==> src/assert_macros.svh <==
// Assertion helpers, clocked on clk and disabled in reset.
`ifndef ASSERT_MACROS_SVH
`define ASSERT_MACROS_SVH

// Implication check: when ante holds, cons must hold in the same cycle.
`define PCX_ASSERT_IMPL(lbl, ante, cons, msg) \
  lbl: assert property (@(posedge clk) disable iff (!rst_n) (ante) |-> (cons)) \
    else $error(msg);

// Plain invariant.
`define PCX_ASSERT_NEVER(lbl, cond, msg) \
  lbl: assert property (@(posedge clk) disable iff (!rst_n) !(cond)) \
    else $error(msg);

`endif

==> src/pcxrle_pkg.sv <==
package pcxrle_pkg;

  localparam int MAX_WIDTH_DEF  = 320;
  localparam int MAX_HEIGHT_DEF = 256;
  localparam int PALETTE_SIZE   = 256;

  localparam int SIZE_W    = 9;
  localparam int RUN_W     = 6;
  localparam int CFG_IDX_W = 2;
  localparam int COLOR_W   = 24;
  localparam int COL_OUT_W = 9;
  localparam int ROW_OUT_W = 8;

  localparam logic [SIZE_W-1:0] WIDTH_RESET  = 9'd320;
  localparam logic [SIZE_W-1:0] HEIGHT_RESET = 9'd200;

  // Request codes on the input channel
  localparam logic [1:0] REQ_PAL     = 2'd0;
  localparam logic [1:0] REQ_DATA    = 2'd1;
  localparam logic [1:0] REQ_RESTART = 2'd2;

  // Register indexes on the config port
  localparam logic [CFG_IDX_W-1:0] REG_WIDTH  = 2'd0;
  localparam logic [CFG_IDX_W-1:0] REG_HEIGHT = 2'd1;

  // Run header: top two bits set
  localparam logic [1:0] RUN_MARK = 2'b11;

  // Command queue
  localparam int QUEUE_DEPTH = 2;
  localparam int QPTR_W      = $clog2(QUEUE_DEPTH);
  localparam int QCNT_W      = $clog2(QUEUE_DEPTH + 1);

  typedef enum logic [1:0] {
    CMD_PAL     = 2'd0,
    CMD_DATA    = 2'd1,
    CMD_RESTART = 2'd2
  } cmd_kind_t;

  typedef struct packed {
    cmd_kind_t            kind;
    logic                 run_hdr;
    logic [7:0]           data_byte;
    logic [7:0]           pal_index;
    logic [COLOR_W-1:0]   pal_color;
  } cmd_t;

endpackage

==> src/pcxrle_cmdq.sv <==
module pcxrle_cmdq (
  input  logic              clk,
  input  logic              rst_n,
  input  logic              push,
  input  pcxrle_pkg::cmd_t  push_cmd,
  output logic              full,
  input  logic              pop,
  output logic              not_empty,
  output pcxrle_pkg::cmd_t  head
);
  import pcxrle_pkg::*;

  cmd_t              slot_r [QUEUE_DEPTH];
  logic [QPTR_W-1:0] wr_ptr_r, wr_ptr_nxt;
  logic [QPTR_W-1:0] rd_ptr_r, rd_ptr_nxt;
  logic [QCNT_W-1:0] cnt_r, cnt_nxt;

  assign full      = (cnt_r == QCNT_W'(QUEUE_DEPTH));
  assign not_empty = (cnt_r != '0);
  assign head      = slot_r[rd_ptr_r];

  always_comb begin
    wr_ptr_nxt = push ? wr_ptr_r + 1'b1 : wr_ptr_r;
    rd_ptr_nxt = pop  ? rd_ptr_r + 1'b1 : rd_ptr_r;
    cnt_nxt    = cnt_r + QCNT_W'(push) - QCNT_W'(pop);
  end

  always_ff @(posedge clk) begin
    if (!rst_n) begin
      wr_ptr_r <= '0;
      rd_ptr_r <= '0;
      cnt_r    <= '0;
    end else begin
      wr_ptr_r <= wr_ptr_nxt;
      rd_ptr_r <= rd_ptr_nxt;
      cnt_r    <= cnt_nxt;
    end
  end

  always_ff @(posedge clk) begin
    if (push) begin
      slot_r[wr_ptr_r] <= push_cmd;
    end
  end

endmodule

==> config.mk <==
export PLATFORM = sky130hd
export DESIGN_NAME = pcxrle_cmdq
export DESIGN_NICKNAME = d
export VERILOG_FILES = /design/src/assert_macros.svh /design/src/pcxrle_pkg.sv /design/src/pcxrle_cmdq.sv
export SDC_FILE = /design/constraint.sdc
export NUM_CORES = 1
export LEC_CHECK = 0
export BUFFER_PORTS_ARGS = -buffer_cell sky130_fd_sc_hd__buf_2
export CAP_MARGIN = 20
export CORE_UTILIZATION = 52
export CTS_CLUSTER_SIZE = 14
export DETAILED_ROUTE_END_ITERATION = 12
export PLACE_DENSITY_LB_ADDON = 0.08
export SYNTH_ARGS = -nofsm -noshare
export SYNTH_HDL_FRONTEND = slang
export SYNTH_SLANG_ARGS = --single-unit
==> constraint.sdc <==
create_clock -name clk -period 3.69 [get_ports clk]
set_clock_uncertainty 0.1 [all_clocks]
set_input_delay 0.5535 -clock clk [delete_from_list [all_inputs] [get_ports clk]]
set_output_delay 0.5535 -clock clk [all_outputs]
set_load 0.02 [all_outputs]
==> impl_metrics.toml, run 1 <==
[sta]
finalCritPeriodShare = 0.6887
setup_viol = 0
rsz0062_at_grt = "false"
period_needed_ps = 2541
finalHoldViolCount = 0
slew_violations = 0
clock.fmax_mhz = 393.5
relSlewSlack = 0.2991
fin_setup_tns_ps = 0
tightest_slew_ps = 1051
whs_ps = 293.5

[detailed_routing]
ant_nets = 0
first_pass_iters = 8
drt_first_iter_violations = 88
drc = 12
drt-total-wl_mm = 5.224
vias = 1648
avgRoutedWirePerCell_um = 15.46
vias_per_cell = 4.876

[setup_path]
worstPathRequired_ps = 3040
setup.worst_path.end_class = "primary output"
start_kind = "flop"
critPathMaxStageDelay_ps = 680
cpLargestDelayFamily = "flip-flops"
cp_cell_sequence = "buf_4, mux2_4, buf_2"
arrival_ps = 1890
cp_max_fo = 18
path_buf_inv = 2
critPathKind = "reg2out"
cp_slowest_cell = "dfxtp_2"

[clocking]
htree_levels = 3
postCtsSetupRepairBufs = 0
ctsHoldBuffers = 0
cts_tree = "built"
insertion_delay_ps = 340
cts_root_buf = "clkbuf_8"
cts-resized-gates = 0
cts_made_buffers = 9
cts.sinks = 91
clk_pin_slew_worst_paths_ps = 90
clk_path_buf_depth = 2

[floorplanning]
die_height_um = 84.46
num_io_pins = 92
initial_core_util = 0.5475
design.core.area_mm2 = 0.006459
die_x_um = 84.46
rows = 29
dieArea_mm2 = 0.007133

[power_and_ir_drop]
power_switching_uw = 517.2
p_int_uw = 1794
max-vdd-ir-drop_mv = 0.2983
seq_power_share = 0.528
clkPwrFrac = 0.337
leakage_uw = 0.001734
power_density_mw_per_mm2 = 540.3
combPwrFrac = 0.136
p_sw_frac = 0.2238

[flow_run]
drv_cap = 0

[grt]
grt_pass1_vias = 1681
grt_overflow = 0
grt_start_max_net_pins = 44
gr-usage-all-layers = 0.1617
grt_pass1_wl_mm = 8.342
antenna_found_initial = 0

[worst_hold_path]
hp-class = "in2reg"

[yosys]
synth-warning-count = 0
avgSynthCellArea_um2 = 22.81
synth_seq_cells = 91
syn_area_mm2 = 0.003536
postSynthCellCount = 155
yosysSeqAreaShare = 0.7587
synth_cell_type_count = 14
syn_nets = 204

[finish]
final_common_cell = "buf_2"
finalNetCount = 305
antenna_cells = 0
layoutNonFillerInstCount = 338
multi_input_area_um2 = 763.2
final_cell_mix = "buf_2 (91), edfxtp_1 (86), mux2_4 (40)"
drive_above_1_share = 0.6015
final_util = 0.6621
seqCellArea_mm2 = 0.002684
syn2layout_area_growth_pct = 20.95
stdcell_area_mm2 = 0.004277
fillCellCount = 489

[place]
globalplace.congestion = 0.6829
place_area_mm2 = 0.004036
placed_cells = 322
numPortBuffers = 91
dp_hpwl_mm = 3.446

[status]
violations = "DRC"
status = "finished, violations left"
cell usage after synthesis:
| master | n | area (um2) |
|---|---|---|
| ha_1 | 2 | 25.02 |
| buf_12 | 4 | 80.08 |
| o21a_1 | 1 | 7.510 |
| dfxtp_1 | 5 | 100.1 |
| xor2_1 | 1 | 8.760 |
| mux2_2 | 3 | 33.78 |
| nor2b_1 | 4 | 25.02 |
| buf_6 | 1 | 11.26 |
| and2_1 | 4 | 25.02 |
| edfxtp_1 | 86 | 2582 |
| or2_2 | 1 | 6.260 |
| mux2_4 | 40 | 600.6 |
| inv_1 | 2 | 7.510 |
| xnor3_1 | 1 | 22.52 |
per-stage QoR:
step           setup slack, ps  total power [uW]
2_1_floorplan            638.4              1473
3_3_place_gp              1488              1554
3_5_place_dp              1484              1560
4_1_cts                   1100              2334
5_1_grt                   1014              2396
6_report                  1149              2311
path summary, 6_finish.rpt:
check,end,startpoint,cells after the start,slack [ps]
max,head[22],flop,3,1150
min,slot_r[1][0],push_cmd[0],1,290
max reg2reg,slot_r[1][17],wr_ptr_r,1,1930
min reg2reg,flop,rd_ptr_r,2,480
layer usage:
layer / GRT usage / up-vias / share of wire
li1: - / 802 / -
met5: 0 / - / 0
met1: 0.2064 / 781 / 0.44
met3: 0.04425 / 10 / 0.061
met4: 0.08937 / 0 / 0.018
met2: 0.2541 / 55 / 0.48
power groups by stage:
stage,Sequential (uW),Clock [uW],Combinational (uW)
finish,1220,778,313
global route,1230,834,336
CTS,1220,795,319
detailed placement,1240,0,317
global placement,1240,0,314
floorplan,1230,0,244
registers in the layout (all words and copies together) (netlist names), named ones only:
| signal | count |
|---|---|
| slot_r | 86 |
| cnt_r | 2 |
| rd_ptr_r | 1 |
| wr_ptr_r | 1 |
layout make-up:
type                            instances  share of cell area
Clock inverter                          7             0.02721
Tap cell                               77             0.02253
Sequential cell                        91              0.6276
Clock buffer                            9             0.02896
Multi-Input combinational cell         57              0.1785
Inverter                                2            0.001755
Timing Repair Buffer                   95              0.1135
cell families (layout without fill, tap and decap cells):
group	count (synthesis)	after routing	synth area share
flops	91	91	0.7587
compound gates	1	1	0.002124
xor+xnor	2	2	0.008846
fa+ha+maj	2	2	0.007076
buf+inv	7	113	0.02796
mux	43	43	0.1794
simple gates	9	9	0.01592
Power figures use the tool's default switching activity.
==> run 2: changes to the inputs <==
--- a/config.mk
+++ b/config.mk
@@ -7,7 +7,7 @@
 export LEC_CHECK = 0
 export BUFFER_PORTS_ARGS = -buffer_cell sky130_fd_sc_hd__buf_2
 export CAP_MARGIN = 20
-export CORE_UTILIZATION = 52
+export CORE_UTILIZATION = 47
 export CTS_CLUSTER_SIZE = 14
 export DETAILED_ROUTE_END_ITERATION = 12
 export PLACE_DENSITY_LB_ADDON = 0.08
==> constraint.sdc (replaced) <==
create_clock -name clk -period 2.2 [get_ports clk]
set_clock_uncertainty 0.1 [all_clocks]
set_input_delay 0.33 -clock clk [delete_from_list [all_inputs] [get_ports clk]]
set_output_delay 0.33 -clock clk [all_outputs]
set_load 0.02 [all_outputs]
==> run 2 against run 1 <==
Net effect: clock-buffer cell count is 3 higher; worst hold slack got worse by 220 ps; the flow now finishes without violations; total power up 56%; register-to-register slack worse by 1100 ps; sequential cell count unchanged; via count up 0.97%; first-iteration DRC count shrank 53%; setup slack got worse by 1000 ps; critical endpoint is now head[12]; cell count is 7.4% higher; critical path type unchanged; wire length up 0.94%; global-route usage fell by 1.9 points; non-clock buffer count up 3.
==> impl_metrics.toml, run 2 (synthesized netlist as in run 1, its figures left out) <==
[finish]
stdcell_area_mm2 = 0.004288
final_common_cell = "buf_2"
final_util = 0.5912
largest_reg_flops = 86
fillCellCount = 588
antenna_cells = 0
largest-register = "slot_r"
multi_input_area_um2 = 763.2
finalNetCount = 308
top_regs = "slot_r x86, cnt_r x2"
syn2layout_area_growth_pct = 21.27
drive_above_1_share = 0.5871
final_cell_mix = "buf_2 (91), edfxtp_1 (86), mux2_4 (40)"
seqCellArea_mm2 = 0.002684

[setup_path]
arrival_ps = 1620
setup.worst_path.end_class = "primary output"
worstPathRequired_ps = 1770
critPathKind = "reg2out"
cp_max_fo = 9
start_kind = "flop"
reg2reg_slack_ps = 830

[floorplanning]
rows = 31
die_height_um = 88.74
num_io_pins = 92
die_x_um = 88.74
initial_core_util = 0.4875
design.core.area_mm2 = 0.007253
dieArea_mm2 = 0.007874

[detailed_routing]
ant_nets = 0
vias = 1664
vias_per_cell = 4.584
drt_first_iter_violations = 41
drt-total-wl_mm = 5.273
first_pass_iters = 4
avgRoutedWirePerCell_um = 14.53
drc = 0

[sta]
fin_setup_tns_ps = 0
fin_ws_ps = 152.0
relSlewSlack = 0.7735
clock.fmax_mhz = 488.3
tightest_slew_ps = 339.7
setup_viol = 0
finalHoldViolCount = 0
period_needed_ps = 2048
rsz0062_at_grt = "false"
slew_violations = 0
finalCritPeriodShare = 0.9309

[place]
numPortBuffers = 91
pre_cts_ws_ps = 520.5
dp_hpwl_mm = 3.429
globalplace.congestion = 0.6838
place_area_mm2 = 0.004111

[clocking]
insertion_delay_ps = 340
cts-resized-gates = 0
cts_made_buffers = 9
ctsHoldBuffers = 0
cts_root_buf = "clkbuf_8"
htree_levels = 3
cts_tree = "built"
clk_pin_slew_worst_paths_ps = 80
cts.sinks = 91
clk_path_buf_depth = 2
postCtsSetupRepairBufs = 0

[grt]
grt_overflow = 0
grt_start_max_net_pins = 26
gr-usage-all-layers = 0.1424
grt_pass1_vias = 1545
grt_pass1_wl_mm = 7.741
antenna_found_initial = 0

[power_and_ir_drop]
p_sw_frac = 0.2296
power_density_mw_per_mm2 = 842.1
power_switching_uw = 829.1
p_int_uw = 2782
combPwrFrac = 0.151
max-vdd-ir-drop_mv = 0.4554
finalPower_uw = 3611
leakage_uw = 0.001723
clkPwrFrac = 0.285
seq_power_share = 0.564

[flow_run]
drv_cap = 0

[status]
status = "completed"

[worst_hold_path]
hp-class = "in2reg"
[run 2: final timing paths]
path / from / to / cells past startpoint
max: flop / head[12] / 3
min: push_cmd[19] / slot_r[1][19] / 1
max reg2reg: wr_ptr_r / slot_r[1][42] / 2
min reg2reg: rd_ptr_r / flop / 2
[run 2: final cells by class]
class | instances | area share
timing repair buffer | 98 | 0.1243
multi-input combinational | 57 | 0.1780
clock inverter | 4 | 0.009629
clock buffer | 12 | 0.03151
inverter | 2 | 0.001751
tap | 99 | 0.02889
sequential | 91 | 0.6259
[run 2: critical path, cell delays in order, from the launching register on]
cell and delay (ps):
dfxtp_2 520, buf_4 280, mux2_4 310, buf_2 160
[run 2: power groups by stage]
stage | Combinational (uW) | Clock [uW] | Sequential, uW
floorplan | 409 | 0 | 2060
global placement | 549 | 0 | 2070
finish | 546 | 1030 | 2040
global route | 591 | 1140 | 2050
detailed placement | 552 | 0 | 2080
CTS | 554 | 1060 | 2040
[run 2: through the flow]
| stage | std cells | hold slack, ps |
|---|---|---|
| 2_1_floorplan | 155 | 328.9 |
| 3_3_place_gp | 347 | 417.7 |
| 3_5_place_dp | 347 | 421.0 |
| 4_1_cts | 363 | 51.25 |
| 5_1_grt | 363 | 39.33 |
| 6_report | 363 | 70.31 |
[run 2: routing by layer]
| metal | wire (um) | GRT usage | up-vias |
|---|---|---|---|
| li1 | - | - | 809 |
| met4 | 74 | 0.07918 | 0 |
| met1 | 2403 | 0.1834 | 794 |
| met3 | 352 | 0.06343 | 6 |
| met2 | 2443 | 0.2014 | 55 |
| met5 | 0 | 0 | - |
==> run 3: changes to the inputs <==
--- a/config.mk
+++ b/config.mk
@@ -5,12 +5,15 @@
 export SDC_FILE = /design/constraint.sdc
 export NUM_CORES = 1
 export LEC_CHECK = 0
+export ABC_AREA = 1
 export BUFFER_PORTS_ARGS = -buffer_cell sky130_fd_sc_hd__buf_2
 export CAP_MARGIN = 20
 export CORE_UTILIZATION = 47
 export CTS_CLUSTER_SIZE = 14
 export DETAILED_ROUTE_END_ITERATION = 12
 export PLACE_DENSITY_LB_ADDON = 0.08
+export RECOVER_POWER = 25
+export SLEW_MARGIN = 20
 export SYNTH_ARGS = -nofsm -noshare
 export SYNTH_HDL_FRONTEND = slang
 export SYNTH_SLANG_ARGS = --single-unit
==> run 3 against run 2 <==
Net effect: total power fell by 1.3%; clock power rose by 4%; die area about the same; first-iteration DRC count increased by 76%.
==> impl_metrics.toml, run 3 <==
[status]
status = "completed"

[yosys]
synth_common_cells = "edfxtp_1 (86), mux2_4 (40), nand2_1 (9)"
ys.flop_type = "edfxtp_1"
avgSynthCellArea_um2 = 21.16
synth-edff-count = 86
postSynthCellCount = 167
syn_nets = 216
yosysSeqAreaShare = 0.7592
synthMostInstantiatedCell = "edfxtp_1"
syn_area_mm2 = 0.003533
synth_cell_type_count = 12
yosysTopAreaCell = "edfxtp_1"
async_reset_ff_frac = 0
synth_area_leaders = "edfxtp_1 (73%), mux2_4 (17%), dfxtp_1 (2.8%)"
synth_top_area_share = 0.7309
synth_seq_cells = 91
synth-warning-count = 0

[finish]
finalNetCount = 319
antenna_cells = 0
largest-register = "slot_r"
fillCellCount = 590
final_util = 0.5874
drive_above_1_share = 0.5564
largest_reg_flops = 86
top_regs = "slot_r x86, cnt_r x2"
syn2layout_area_growth_pct = 20.57
final_cell_mix = "buf_2 (86), edfxtp_1 (86), mux2_4 (40)"

[floorplanning]
dieArea_mm2 = 0.007869
design.core.area_mm2 = 0.007253
die_x_um = 88.71
initial_core_util = 0.4871
rows = 31
die_height_um = 88.71
num_io_pins = 92

[flow_run]
drv_cap = 0

[clocking]
cts-resized-gates = 0
clk_path_buf_depth = 2
insertion_delay_ps = 340
cts_root_buf = "clkbuf_8"
cts_tree = "built"
clk_pin_slew_worst_paths_ps = 90
ctsHoldBuffers = 0
postCtsSetupRepairBufs = 0
cts_made_buffers = 9
htree_levels = 3
cts.sinks = 91

[sta]
setup_viol = 0
period_needed_ps = 2035
relSlewSlack = 0.7178
fin_setup_tns_ps = 0
tightest_slew_ps = 423.2
finalHoldViolCount = 0
rsz0062_at_grt = "false"
clock.fmax_mhz = 491.4
finalCritPeriodShare = 0.9249
slew_violations = 0

[place]
globalplace.congestion = 0.6936
dp_hpwl_mm = 3.570
numPortBuffers = 91

[setup_path]
critPathKind = "reg2out"
timing.rr.end = "cnt_r[1]"
worstPathRequired_ps = 1770
reg2reg_slack_ps = 840
reg2reg_from = "cnt_r[0]"
start_kind = "flop"
reg2reg_depth = 8
cp_max_fo = 23
arrival_ps = 1600
setup.worst_path.end_class = "primary output"

[grt]
gr-usage-all-layers = 0.1413
grt_overflow = 0
antenna_found_initial = 0
grt_pass1_vias = 1578
grt_pass1_wl_mm = 7.714
grt_start_max_net_pins = 28

[detailed_routing]
wl_met2_mm = 2.630
ant_nets = 0
drc = 0
drt-total-wl_mm = 5.321
wl_met3_um = 322
topRoutingLayerUsed = "met4"
drt_first_iter_violations = 72
vias = 1708
vias_per_cell = 4.567
wl_met1_mm = 2.259
first_pass_iters = 4
avgRoutedWirePerCell_um = 14.23

[power_and_ir_drop]
max-vdd-ir-drop_mv = 0.4168
leakage_uw = 0.001727
power_density_mw_per_mm2 = 836.9

[worst_hold_path]
hold_depth = 1
hold_path_end = "slot_r[0][7]"
hp-class = "in2reg"
hold_start = "push_cmd[7]"
==> run 3: changes by cell type in the layout (fill, tap and decap cells not counted), moves of 3 or more <==
cell | before | now
nor2b_1 | 3 | 0
inv_1 | 2 | 6
nand2_1 | 0 | 9
and2_1 | 3 | 0
nor2_1 | 0 | 7
buf_2 | 91 | 86
==> run 3: area by class of cell <==
| cell class | instances | area [um2] | area share |
|---|---|---|---|
| Clock buffer | 9 | 123.9 | 0.02907 |
| Clock inverter | 7 | 67.56 | 0.01586 |
| Inverter | 7 | 26.28 | 0.006167 |
| Multi-Input combinational cell | 64 | 740.7 | 0.1739 |
| Sequential cell | 91 | 2684 | 0.6300 |
| Tap cell | 99 | 123.9 | 0.02907 |
| Timing Repair Buffer | 97 | 494.2 | 0.1160 |
==> run 3: worst max-delay path: stages (launching register included) <==
cell	delay, ps
dfxtp_2	330
buf_4	370
mux2_2	390
buf_2	160
==> run 3: worst max-delay path by stage <==
| stage | startpoint | end | depth (start not counted) |
|---|---|---|---|
| 2_1_floorplan | push | slot_r[0][0] | 2 |
| 3_3_place_gp | flop | head[31] | 3 |
| 3_5_place_dp | flop | head[31] | 3 |
| 4_1_cts | flop | head[31] | 3 |
| 5_1_grt | flop | head[31] | 3 |
| 6_report | flop | head[31] | 3 |
==> run 3: kinds of logic (layout without fill, tap and decap cells) <==
group,Yosys count,count (layout),share of synthesized area
buf+inv,12,120,0.03329
mux,43,43,0.1795
fa+ha+maj,2,2,0.007081
compound gates,1,1,0.001415
simple gates,18,18,0.01947
flops,91,91,0.7592
==> run 3: power by group <==
part / internal, uW / total [uW] / leakage, uW / switching (uW)
registers: 2000 / 2020 / 0.000849 / 24.7
logic: 211 / 471 / 0.000785 / 260
clock network: 521 / 1070 / 0.0000931 / 551
==> run 3: metrics by stage <==
step	hold WS (ps)	instance area (um2)	total power (uW)	setup slack [ps]	std cells
6_report	64.83	4260	3566	165.2	374
5_1_grt	46.91	4260	3727	93.81	374
4_1_cts	49.49	4267	3616	136.1	374
3_5_place_dp	392.8	4075	2544	526.5	358
3_3_place_gp	378.4	4075	2536	542.4	358
2_1_floorplan	323.5	3536	2401	216.1	167
==> run 3: layer usage <==
| layer | track usage | vias up |
|---|---|---|
| li1 | - | 837 |
| met1 | 0.1655 | 807 |
| met2 | 0.2315 | 55 |
| met3 | 0.04198 | 9 |
| met4 | 0.08358 | 0 |
| met5 | 0 | - |
